### config.mk
export PLATFORM = sky130hd
export DESIGN_NAME = bounded_list_engine_core
export DESIGN_NICKNAME = d
export VERILOG_FILES = /design/src/rtl/ble_pkg.sv /design/src/rtl/ble_ram.sv /design/src/rtl/ble_seq.sv /design/src/rtl/bounded_list_engine_core.sv
export SDC_FILE = /design/constraint.sdc
export NUM_CORES = 2
export LEC_CHECK = 0
export BUFFER_PORTS_ARGS = -buffer_cell sky130_fd_sc_hd__buf_4
export CAP_MARGIN = 20
export CORE_MARGIN = 1.5
export CORE_UTILIZATION = 30
export CTS_CLUSTER_SIZE = 16
export DETAILED_ROUTE_END_ITERATION = 10
export GPL_TIMING_DRIVEN = 0
export PLACE_DENSITY_LB_ADDON = 0.05
export SYNTH_ARGS = -nofsm -noshare
export SYNTH_HDL_FRONTEND = slang
export SYNTH_SLANG_ARGS = --single-unit
export TNS_END_PERCENT = 20
### constraint.sdc
create_clock -name i_clk -period 6.6 [get_ports i_clk]
set_input_delay 0.33 -clock i_clk [delete_from_list [all_inputs] [get_ports i_clk]]
set_output_delay 0.33 -clock i_clk [all_outputs]
set_load 0.005 [all_outputs]
### src/rtl/ble_pkg.sv
`default_nettype none

package ble_pkg;

    localparam int KIND_W = 3;
    localparam int ELEM_W = 32;
    localparam int POS_W = 8;
    localparam int CNT_W = 7;

    localparam int DEF_CAPACITY = 32;
    localparam int DEF_VALUE_WIDTH = 32;

    typedef enum logic [KIND_W-1:0] {
        KIND_APPEND  = 3'd0,
        KIND_PREPEND = 3'd1,
        KIND_REMOVE  = 3'd2,
        KIND_INSERT  = 3'd3,
        KIND_REVERSE = 3'd4,
        KIND_READ    = 3'd5
    } t_kind;

    typedef enum logic [1:0] {
        ST_OK      = 2'd0,
        ST_BAD_POS = 2'd1,
        ST_FULL    = 2'd2,
        ST_EMPTY   = 2'd3
    } t_status;

    typedef enum logic [3:0] {
        S_IDLE,
        S_EXEC,
        S_INS_RD,
        S_INS_WR,
        S_INS_FIN,
        S_REV_RA,
        S_REV_RB,
        S_REV_WA,
        S_REV_WB,
        S_RO_RD,
        S_RO_EMIT,
        S_RESP
    } t_state;

    typedef struct packed {
        logic [KIND_W-1:0]        kind;
        logic signed [ELEM_W-1:0] value;
        logic [POS_W-1:0]         position;
    } t_in_item;

    typedef struct packed {
        t_status                  status;
        logic signed [ELEM_W-1:0] element;
        logic                     last;
        logic [CNT_W-1:0]         count;
    } t_out_item;

    typedef struct packed {
        logic      valid;
        t_out_item item;
    } t_result;

endpackage

`default_nettype wire

### src/rtl/ble_ram.sv
`default_nettype none

module ble_ram #(
    parameter int WIDTH = 32,
    parameter int DEPTH = 32,
    parameter int ADDR_W = $clog2(DEPTH)
) (
    input  wire logic              i_clk,
    input  wire logic              i_wr_en,
    input  wire logic [ADDR_W-1:0] i_wr_addr,
    input  wire logic [WIDTH-1:0]  i_wr_data,
    input  wire logic              i_rd_en,
    input  wire logic [ADDR_W-1:0] i_rd_addr,
    output logic      [WIDTH-1:0]  o_rd_data
);

    logic [WIDTH-1:0] r_mem [DEPTH];

    always_ff @(posedge i_clk) begin
        if (i_wr_en) begin
            r_mem[i_wr_addr] <= i_wr_data;
        end
        if (i_rd_en) begin
            o_rd_data <= r_mem[i_rd_addr];
        end
    end

endmodule

`default_nettype wire

### src/rtl/ble_seq.sv
`default_nettype none

module ble_seq
    import ble_pkg::*;
#(
    parameter int CAPACITY = DEF_CAPACITY,
    parameter int VALUE_WIDTH = DEF_VALUE_WIDTH,
    localparam int SLOT_W = $clog2(CAPACITY)
) (
    input  wire logic                   i_clk,
    input  wire logic                   i_rst_n,
    input  wire logic                   i_in_valid,
    output logic                        o_in_ready,
    input  wire t_in_item               i_in_item,
    input  wire logic                   i_out_free,
    output t_result                     o_result,
    output logic                        o_wr_en,
    output logic [SLOT_W-1:0]           o_wr_addr,
    output logic [VALUE_WIDTH-1:0]      o_wr_data,
    output logic                        o_rd_en,
    output logic [SLOT_W-1:0]           o_rd_addr,
    input  wire logic [VALUE_WIDTH-1:0] i_rd_data
);

    localparam int SUM_W = CNT_W + 1;

    t_state                 r_state, n_state;
    logic [KIND_W-1:0]      r_kind, n_kind;
    logic [VALUE_WIDTH-1:0] r_val, n_val;
    logic [POS_W-1:0]       r_pos, n_pos;
    logic [CNT_W-1:0]       r_count, n_count;
    logic [SLOT_W-1:0]      r_front, n_front;
    logic [CNT_W-1:0]       r_i, n_i;
    logic [CNT_W-1:0]       r_j, n_j;
    logic [VALUE_WIDTH-1:0] r_tmp, n_tmp;
    t_status                r_status, n_status;
    logic                   full;
    logic                   ro_last;
    logic [SLOT_W-1:0]      prev_front;

    function automatic logic [SLOT_W-1:0] slot_of(input logic [SLOT_W-1:0] front,
                                                  input logic [CNT_W-1:0] idx);
        logic [SUM_W-1:0] sum;
        sum = SUM_W'(front) + SUM_W'(idx);
        if (sum >= SUM_W'(CAPACITY)) begin
            sum = sum - SUM_W'(CAPACITY);
        end
        return sum[SLOT_W-1:0];
    endfunction

    assign full = (r_count >= CNT_W'(CAPACITY));
    assign ro_last = ((r_i + CNT_W'(1)) == r_count);
    assign prev_front = (r_front == '0) ? SLOT_W'(CAPACITY - 1) : r_front - SLOT_W'(1);

    always_ff @(posedge i_clk) begin
        if (!i_rst_n) begin
            r_state <= S_IDLE;
            r_count <= '0;
            r_front <= '0;
        end else begin
            r_state <= n_state;
            r_count <= n_count;
            r_front <= n_front;
        end
    end

    always_ff @(posedge i_clk) begin
        r_kind   <= n_kind;
        r_val    <= n_val;
        r_pos    <= n_pos;
        r_i      <= n_i;
        r_j      <= n_j;
        r_tmp    <= n_tmp;
        r_status <= n_status;
    end

    always_comb begin
        n_state  = r_state;
        n_kind   = r_kind;
        n_val    = r_val;
        n_pos    = r_pos;
        n_count  = r_count;
        n_front  = r_front;
        n_i      = r_i;
        n_j      = r_j;
        n_tmp    = r_tmp;
        n_status = r_status;
        o_in_ready = 1'b0;
        o_result   = '0;
        o_wr_en    = 1'b0;
        o_wr_addr  = '0;
        o_wr_data  = r_val;
        o_rd_en    = 1'b0;
        o_rd_addr  = '0;

        case (r_state)
            S_IDLE: begin
                o_in_ready = i_rst_n;
                if (i_in_valid && i_rst_n) begin
                    n_kind  = i_in_item.kind;
                    n_val   = VALUE_WIDTH'($signed(i_in_item.value));
                    n_pos   = i_in_item.position;
                    n_state = S_EXEC;
                end
            end
            S_EXEC: begin
                n_status = ST_OK;
                n_state  = S_RESP;
                case (r_kind)
                    KIND_APPEND: begin
                        if (full) begin
                            n_status = ST_FULL;
                        end else begin
                            o_wr_en   = 1'b1;
                            o_wr_addr = slot_of(r_front, r_count);
                            n_count   = r_count + CNT_W'(1);
                        end
                    end
                    KIND_PREPEND: begin
                        if (full) begin
                            n_status = ST_FULL;
                        end else begin
                            o_wr_en   = 1'b1;
                            o_wr_addr = prev_front;
                            n_front   = prev_front;
                            n_count   = r_count + CNT_W'(1);
                        end
                    end
                    KIND_REMOVE: begin
                        if (r_count != '0) begin
                            n_front = (r_front == SLOT_W'(CAPACITY - 1)) ? '0
                                    : r_front + SLOT_W'(1);
                            n_count = r_count - CNT_W'(1);
                        end
                    end
                    KIND_INSERT: begin
                        if (full) begin
                            n_status = ST_FULL;
                        end else if (r_pos > POS_W'(r_count)) begin
                            n_status = ST_BAD_POS;
                        end else begin
                            n_i     = r_count;
                            n_state = (POS_W'(r_count) > r_pos) ? S_INS_RD : S_INS_FIN;
                        end
                    end
                    KIND_REVERSE: begin
                        if (r_count > CNT_W'(1)) begin
                            n_i     = '0;
                            n_j     = r_count - CNT_W'(1);
                            n_state = S_REV_RA;
                        end
                    end
                    KIND_READ: begin
                        if (r_count == '0) begin
                            n_status = ST_EMPTY;
                        end else begin
                            n_i     = '0;
                            n_state = S_RO_RD;
                        end
                    end
                    default: begin
                        n_state = S_RESP;
                    end
                endcase
            end
            S_INS_RD: begin
                o_rd_en   = 1'b1;
                o_rd_addr = slot_of(r_front, r_i - CNT_W'(1));
                n_state   = S_INS_WR;
            end
            S_INS_WR: begin
                o_wr_en   = 1'b1;
                o_wr_addr = slot_of(r_front, r_i);
                o_wr_data = i_rd_data;
                n_i       = r_i - CNT_W'(1);
                n_state   = (POS_W'(r_i - CNT_W'(1)) > r_pos) ? S_INS_RD : S_INS_FIN;
            end
            S_INS_FIN: begin
                o_wr_en   = 1'b1;
                o_wr_addr = slot_of(r_front, CNT_W'(r_pos));
                n_count   = r_count + CNT_W'(1);
                n_state   = S_RESP;
            end
            S_REV_RA: begin
                o_rd_en   = 1'b1;
                o_rd_addr = slot_of(r_front, r_i);
                n_state   = S_REV_RB;
            end
            S_REV_RB: begin
                o_rd_en   = 1'b1;
                o_rd_addr = slot_of(r_front, r_j);
                n_tmp     = i_rd_data;
                n_state   = S_REV_WA;
            end
            S_REV_WA: begin
                o_wr_en   = 1'b1;
                o_wr_addr = slot_of(r_front, r_i);
                o_wr_data = i_rd_data;
                n_state   = S_REV_WB;
            end
            S_REV_WB: begin
                o_wr_en   = 1'b1;
                o_wr_addr = slot_of(r_front, r_j);
                o_wr_data = r_tmp;
                n_i       = r_i + CNT_W'(1);
                n_j       = r_j - CNT_W'(1);
                n_state   = ((r_i + CNT_W'(2)) < r_j) ? S_REV_RA : S_RESP;
            end
            S_RO_RD: begin
                o_rd_en   = 1'b1;
                o_rd_addr = slot_of(r_front, r_i);
                n_state   = S_RO_EMIT;
            end
            S_RO_EMIT: begin
                if (i_out_free) begin
                    o_result.valid        = 1'b1;
                    o_result.item.status  = ST_OK;
                    o_result.item.element = ELEM_W'($signed(i_rd_data));
                    o_result.item.last    = ro_last;
                    o_result.item.count   = r_count;
                    n_i     = r_i + CNT_W'(1);
                    n_state = ro_last ? S_IDLE : S_RO_RD;
                end
            end
            S_RESP: begin
                if (i_out_free) begin
                    o_result.valid        = 1'b1;
                    o_result.item.status  = r_status;
                    o_result.item.element = '0;
                    o_result.item.last    = 1'b1;
                    o_result.item.count   = r_count;
                    n_state = S_IDLE;
                end
            end
            default: begin
                n_state = S_IDLE;
            end
        endcase
    end

    a_result_needs_room: assert property (@(posedge i_clk) disable iff (!i_rst_n)
        o_result.valid |-> i_out_free)
        else $error("result issued while output register is occupied");

    a_no_write_when_idle: assert property (@(posedge i_clk) disable iff (!i_rst_n)
        (r_state == S_IDLE) |-> !o_wr_en)
        else $error("store written with no transaction in progress");

    a_accept_starts_work: assert property (@(posedge i_clk) disable iff (!i_rst_n)
        (i_in_valid && o_in_ready) |=> (r_state == S_EXEC))
        else $error("accepted transaction not executed");

    a_count_in_range: assert property (@(posedge i_clk) disable iff (!i_rst_n)
        (r_state != S_IDLE) |-> (r_count <= CNT_W'(CAPACITY)))
        else $error("entry count beyond capacity");

    a_readout_nonempty: assert property (@(posedge i_clk) disable iff (!i_rst_n)
        (o_result.valid && (r_state == S_RO_EMIT)) |-> (r_count != '0))
        else $error("element read out of an empty list");

endmodule

`default_nettype wire

### src/rtl/bounded_list_engine_core.sv
// append, prepend, remove and refused inserts execute in S_EXEC, then answer from S_RESP
// insert: INS_RD, INS_WR per shifted entry, then INS_FIN; reverse: REV_RA/RB/WA/WB per pair
// read out: RO_RD then RO_EMIT per element, front first, RO_EMIT waits while output stalls
// one transaction in flight; the single-port-read store sets the per-step cost
// reset clears entry count and front slot, store contents stay undefined until written
`default_nettype none

module bounded_list_engine_core
    import ble_pkg::*;
#(
    parameter int CAPACITY = DEF_CAPACITY,
    parameter int VALUE_WIDTH = DEF_VALUE_WIDTH
) (
    input  wire logic      i_clk,
    input  wire logic      i_rst_n,
    input  wire logic      i_in_valid,
    output logic           o_in_ready,
    input  wire t_in_item  i_in_item,
    output logic           o_out_valid,
    input  wire logic      i_out_ready,
    output t_out_item      o_out_item
);

    localparam int SLOT_W = $clog2(CAPACITY);

    logic                   r_out_valid;
    t_out_item              r_out_item;
    logic                   out_free;
    t_result                result;
    logic                   wr_en;
    logic [SLOT_W-1:0]      wr_addr;
    logic [VALUE_WIDTH-1:0] wr_data;
    logic                   rd_en;
    logic [SLOT_W-1:0]      rd_addr;
    logic [VALUE_WIDTH-1:0] rd_data;

    assign out_free = !r_out_valid || i_out_ready;
    assign o_out_valid = r_out_valid;
    assign o_out_item = r_out_item;

    always_ff @(posedge i_clk) begin
        if (!i_rst_n) begin
            r_out_valid <= 1'b0;
        end else if (result.valid) begin
            r_out_valid <= 1'b1;
        end else if (i_out_ready) begin
            r_out_valid <= 1'b0;
        end
    end

    always_ff @(posedge i_clk) begin
        if (result.valid) begin
            r_out_item <= result.item;
        end
    end

    ble_seq #(
        .CAPACITY   (CAPACITY),
        .VALUE_WIDTH(VALUE_WIDTH)
    ) u_seq (
        .i_clk     (i_clk),
        .i_rst_n   (i_rst_n),
        .i_in_valid(i_in_valid),
        .o_in_ready(o_in_ready),
        .i_in_item (i_in_item),
        .i_out_free(out_free),
        .o_result  (result),
        .o_wr_en   (wr_en),
        .o_wr_addr (wr_addr),
        .o_wr_data (wr_data),
        .o_rd_en   (rd_en),
        .o_rd_addr (rd_addr),
        .i_rd_data (rd_data)
    );

    ble_ram #(
        .WIDTH (VALUE_WIDTH),
        .DEPTH (CAPACITY),
        .ADDR_W(SLOT_W)
    ) u_store (
        .i_clk    (i_clk),
        .i_wr_en  (wr_en),
        .i_wr_addr(wr_addr),
        .i_wr_data(wr_data),
        .i_rd_en  (rd_en),
        .i_rd_addr(rd_addr),
        .o_rd_data(rd_data)
    );

endmodule

`default_nettype wire

==> impl_metrics.prom <==
# TYPE chip_impl_metric gauge
chip_impl_metric{name="ctsLongestPathBuffers",unit=""} 3
chip_impl_metric{name="fin_setup_tns",unit="ns"} 0
chip_impl_info{name="type_of_the_setup_path_with_the_least_slack",value="flip-flop to flip-flop"} 1
chip_impl_info{name="clockRootBuffer",value="sky130_fd_sc_hd__clkbuf_16"} 1
chip_impl_metric{name="drt-vias-per-instance",unit=""} 5.08
chip_impl_metric{name="synth.lib_cells_used.distinct",unit=""} 77
chip_impl_metric{name="yosys_register_bits",unit=""} 1206
chip_impl_metric{name="vias",unit=""} 28800
chip_impl_metric{name="wirelength",unit="um"} 162000
chip_impl_metric{name="num_io_pins",unit=""} 91
chip_impl_metric{name="slew-limit-headroom",unit=""} 0.203
chip_impl_metric{name="layout-drive-gt1-share",unit=""} 0.245
chip_impl_metric{name="h-tree-depth",unit=""} 4
chip_impl_metric{name="grt_pass1_wl",unit="um"} 229000
chip_impl_metric{name="critical_path.max_fanout",unit=""} 10
chip_impl_metric{name="synth.cell_area",unit="um^2"} 49700
chip_impl_metric{name="critical_path_rt",unit="ns"} 7.07
chip_impl_metric{name="syn-num-nets",unit=""} 3031
chip_impl_metric{name="finalHoldViolations",unit=""} 0
chip_impl_metric{name="proportion_of_synthesized_flip_flops_having_asynchronous_set_or_reset",unit=""} 0
chip_impl_metric{name="fillers",unit=""} 15500
chip_impl_metric{name="grt_start_max_net_pins",unit=""} 33
chip_impl_metric{name="worst_pin_slew",unit="ns"} 1.18
chip_impl_metric{name="grt_overflow_total",unit=""} 0
chip_impl_metric{name="drt_pass_1_iters",unit=""} 8
chip_impl_metric{name="die_area",unit="um^2"} 168000
chip_impl_metric{name="initialDrtViolationCount",unit=""} 2352
chip_impl_info{name="critical_path.endpoint_type",value="flip-flop"} 1
chip_impl_metric{name="synth_enable_flop_cells",unit=""} 1189
chip_impl_metric{name="final_max_slew_viol_count",unit=""} 0
chip_impl_info{name="hold_class",value="input port to flip-flop"} 1
chip_impl_metric{name="critPathArrivalTime",unit="ns"} 6.46
chip_impl_metric{name="fin_crit",unit="ns"} 5.99
chip_impl_metric{name="post_cts_resize_count",unit=""} 0
chip_impl_metric{name="finish.cell_count_without_fillers",unit=""} 5680
chip_impl_metric{name="totalPowerFinal",unit="mW"} 26.3
chip_impl_metric{name="placementRows",unit=""} 149
chip_impl_metric{name="cts_inserted_buffers",unit=""} 143
chip_impl_info{name="crit_path_start_kind",value="flip-flop"} 1
chip_impl_info{name="ys_dominant_reg_cell",value="sky130_fd_sc_hd__edfxtp_1"} 1
chip_impl_metric{name="wl_per_cell",unit="um"} 28.5
chip_impl_metric{name="grt_antenna_before_repair",unit=""} 17
chip_impl_info{name="status",value="completed"} 1
chip_impl_info{name="clock_tree_from_tritoncts",value="yes"} 1
chip_impl_metric{name="route.detailed.drc",unit=""} 0
chip_impl_metric{name="power-per-cell-area",unit="nW/um^2"} 436
chip_impl_metric{name="syn-mean-instance-area",unit="um^2"} 17.0
chip_impl_metric{name="post_synth_inst_count",unit=""} 2927
chip_impl_metric{name="areaGrowthSynthToFinish",unit="%"} 21.5
chip_impl_metric{name="timing.fmax",unit="MHz"} 167
chip_impl_metric{name="reg_clk_slew_reported_paths",unit="ns"} 0.06
chip_impl_metric{name="timing.final.crit_share",unit=""} 0.908
chip_impl_metric{name="clock_latency",unit="ns"} 0.77
chip_impl_metric{name="power.static_leakage",unit="nW"} 19.8
chip_impl_metric{name="clock_sinks",unit=""} 1206
chip_impl_metric{name="floorplan.initialDensity",unit=""} 0.302
chip_impl_metric{name="core",unit="um^2"} 165000
chip_impl_metric{name="final_antenna_net_count",unit=""} 0
chip_impl_metric{name="vertical_die_dimension",unit="um"} 410
chip_impl_metric{name="proportion_of_synthesized_chip_area_in_sequential_cells",unit=""} 0.725
chip_impl_metric{name="timing.clock.skew",unit="ns"} 0.0191
chip_impl_metric{name="fin_nets",unit=""} 3477
chip_impl_metric{name="max_rail_drop_vdd",unit="uV"} 274
chip_impl_metric{name="dp_hpwl",unit="um"} 119000
chip_impl_metric{name="die_width",unit="um"} 410
chip_impl_metric{name="groute.usage.overall",unit=""} 0.192
chip_impl_metric{name="synth.yosys.warnings",unit=""} 0
chip_impl_metric{name="global_placement_routability_congestion",unit=""} 0.850
chip_impl_metric{name="port_buffers",unit=""} 90
chip_impl_metric{name="number_of_global_route_vias_before_repair",unit=""} 30000
chip_impl_metric{name="finalSetupViolations",unit=""} 0
chip_impl_info{name="rsz_0062_raised_after_global_routing",value="false"} 1
chip_impl_metric{name="max_cap_violations",unit=""} 0
chip_impl_metric{name="placed_cells",unit=""} 5367
flip-flops by register name (all words and copies together) (netlist names):
signal	cells
u_seq.r_state	4
o_out_valid	1
u_store.o_rd_data	32
u_seq.r_tmp	32
u_seq.r_front	5
u_store.r_mem	1024
u_seq.r_count	7
u_seq.r_status	2
u_seq.r_pos	8
u_seq.r_kind	3
u_seq.r_val	32
u_seq.r_i	7
u_seq.r_j	7
o_out_item	42
cell type report:
type                       instances  area (um^2)  share of cell area
multi-input combinational       1499        12800               0.212
timing repair buffer             301         3310              0.0548
antenna                            6         15.0            0.000249
clock buffer                     177         3780              0.0626
sequential                      1206        36000               0.597
buffer                           185          906              0.0150
clock inverter                    80          656              0.0109
inverter                          37          139             0.00230
tap                             2189         2740              0.0453
worst max-delay path, stage by stage (launching register included):
cell,delay [ns]
sky130_fd_sc_hd__edfxtp_1,0.62
sky130_fd_sc_hd__inv_1,0.27
sky130_fd_sc_hd__ha_1,0.51
sky130_fd_sc_hd__inv_1,0.18
sky130_fd_sc_hd__ha_1,0.30
sky130_fd_sc_hd__a21o_1,0.18
sky130_fd_sc_hd__a21oi_1,0.19
sky130_fd_sc_hd__xnor2_1,0.09
sky130_fd_sc_hd__a222oi_1,0.94
sky130_fd_sc_hd__nor3b_2,0.92
sky130_fd_sc_hd__clkbuf_1,0.55
sky130_fd_sc_hd__o21ai_0,0.51
sky130_fd_sc_hd__and4_1,0.42
path summary, 6_finish.rpt:
kind,slack [ns],depth (start not counted),to,startpoint
worst min-delay path,0.11,4,u_seq.r_state[3]$_SDFFE_PN0P_,i_in_valid
worst max-delay path,0.61,12,u_store.o_rd_data[26]$_DFFE_PP_,u_seq.r_i[0]$_DFFE_PP_
worst max register to register,0.61,12,u_store.o_rd_data[26]$_DFFE_PP_,u_seq.r_i[0]$_DFFE_PP_
worst min register to register,0.48,0,u_seq.r_tmp[1]$_DFFE_PP_,u_store.o_rd_data[1]$_DFFE_PP_
cells in the final DEF, fill, tap and decap left out, types with 38 or more instances in the layout:
master	count
sky130_fd_sc_hd__o21ai_0	156
sky130_fd_sc_hd__mux2_2	127
sky130_fd_sc_hd__o211a_1	65
sky130_fd_sc_hd__ha_1	52
sky130_fd_sc_hd__nor2_1	103
sky130_fd_sc_hd__mux2i_1	71
sky130_fd_sc_hd__clkbuf_16	146
sky130_fd_sc_hd__nand3_1	141
sky130_fd_sc_hd__edfxtp_1	1189
sky130_fd_sc_hd__buf_2	68
sky130_fd_sc_hd__a22oi_1	39
sky130_fd_sc_hd__dlygate4sd3_1	45
sky130_fd_sc_hd__buf_6	127
sky130_fd_sc_hd__mux4_2	129
sky130_fd_sc_hd__buf_4	113
sky130_fd_sc_hd__nand2_1	109
sky130_fd_sc_hd__clkbuf_1	109
sky130_fd_sc_hd__o211ai_1	64
sky130_fd_sc_hd__clkinv_1	38
sky130_fd_sc_hd__o22ai_1	69
where the power goes:
| group | switching [mW] | internal [mW] |
|---|---|---|
| Combinational | 5.84 | 2.64 |
| Clock | 3.18 | 4.38 |
| Sequential | 0.268 | 10.0 |
| Total | 9.29 | 17.0 |
Yosys cell counts, types with 12 or more instances:
cell type	count	area share
sky130_fd_sc_hd__edfxtp_1	1189	0.72
sky130_fd_sc_hd__o21ai_0	156	0.016
sky130_fd_sc_hd__nand3_1	141	0.014
sky130_fd_sc_hd__mux4_2	129	0.058
sky130_fd_sc_hd__mux2_2	127	0.029
sky130_fd_sc_hd__nand2_1	118	0.0089
sky130_fd_sc_hd__nor2_1	103	0.0078
sky130_fd_sc_hd__clkbuf_1	79	0.0060
sky130_fd_sc_hd__mux2i_1	71	0.014
sky130_fd_sc_hd__o22ai_1	70	0.0088
sky130_fd_sc_hd__buf_2	67	0.0067
sky130_fd_sc_hd__o211a_1	65	0.013
sky130_fd_sc_hd__o211ai_1	64	0.0097
sky130_fd_sc_hd__ha_1	52	0.013
sky130_fd_sc_hd__nor3_1	46	0.0046
sky130_fd_sc_hd__a22oi_1	39	0.0059
sky130_fd_sc_hd__and2_1	37	0.0047
sky130_fd_sc_hd__inv_1	37	0.0028
sky130_fd_sc_hd__xnor2_1	34	0.0060
sky130_fd_sc_hd__and4_1	33	0.0058
sky130_fd_sc_hd__a21oi_1	29	0.0029
sky130_fd_sc_hd__buf_1	20	0.0015
sky130_fd_sc_hd__a21o_1	18	0.0027
sky130_fd_sc_hd__dfxtp_1	17	0.0068
sky130_fd_sc_hd__xor2_1	16	0.0028
sky130_fd_sc_hd__buf_6	15	0.0034
sky130_fd_sc_hd__nor2b_1	15	0.0019
sky130_fd_sc_hd__nand2b_1	12	0.0015
per-layer routing:
layer  wire length (um)  part of all wire  up-vias  track usage
li1                   -                 -    12600            -
met1              74700              0.46    15200        0.269
met2              76200              0.47      834        0.311
met3               7960             0.049      197       0.0330
met4               2980             0.018        2       0.0447
met5                 20           0.00012        -            0
repair_timing:
item | CTS | global route
hold buffers | 45 | 0
buffers inserted | 0 | 0
hold endpoints to repair | 48 | 0
kinds of logic (layout without fill, tap and decap cells):
| kind of cell | Yosys count | count (layout) | synth area share |
|---|---|---|---|
| fa+ha+maj | 57 | 57 | 0.0151 |
| simple gates | 556 | 556 | 0.0572 |
| mux | 329 | 329 | 0.102 |
| compound gates | 504 | 504 | 0.0695 |
| xor+xnor | 53 | 53 | 0.0100 |
| flops | 1206 | 1206 | 0.725 |
| buf+inv | 222 | 780 | 0.0210 |
| other cells | 0 | 6 | 0 |
metrics by stage:
| stage | worst slack (ns) | hold slack (ns) | cell area [um^2] | util |
|---|---|---|---|---|
| floorplan | 1.01 | 0.429 | 49700 | - |
| finish | 0.609 | 0.111 | 60400 | 0.367 |
| CTS | 0.449 | 0.0391 | 60300 | 0.366 |
| global placement | -2.33 | 0.468 | 53100 | 0.322 |
| detailed placement | 0.453 | 0.475 | 55400 | 0.336 |
| global route | 0.167 | 0.0872 | 60400 | 0.366 |
Power figures use the tool's default switching activity.
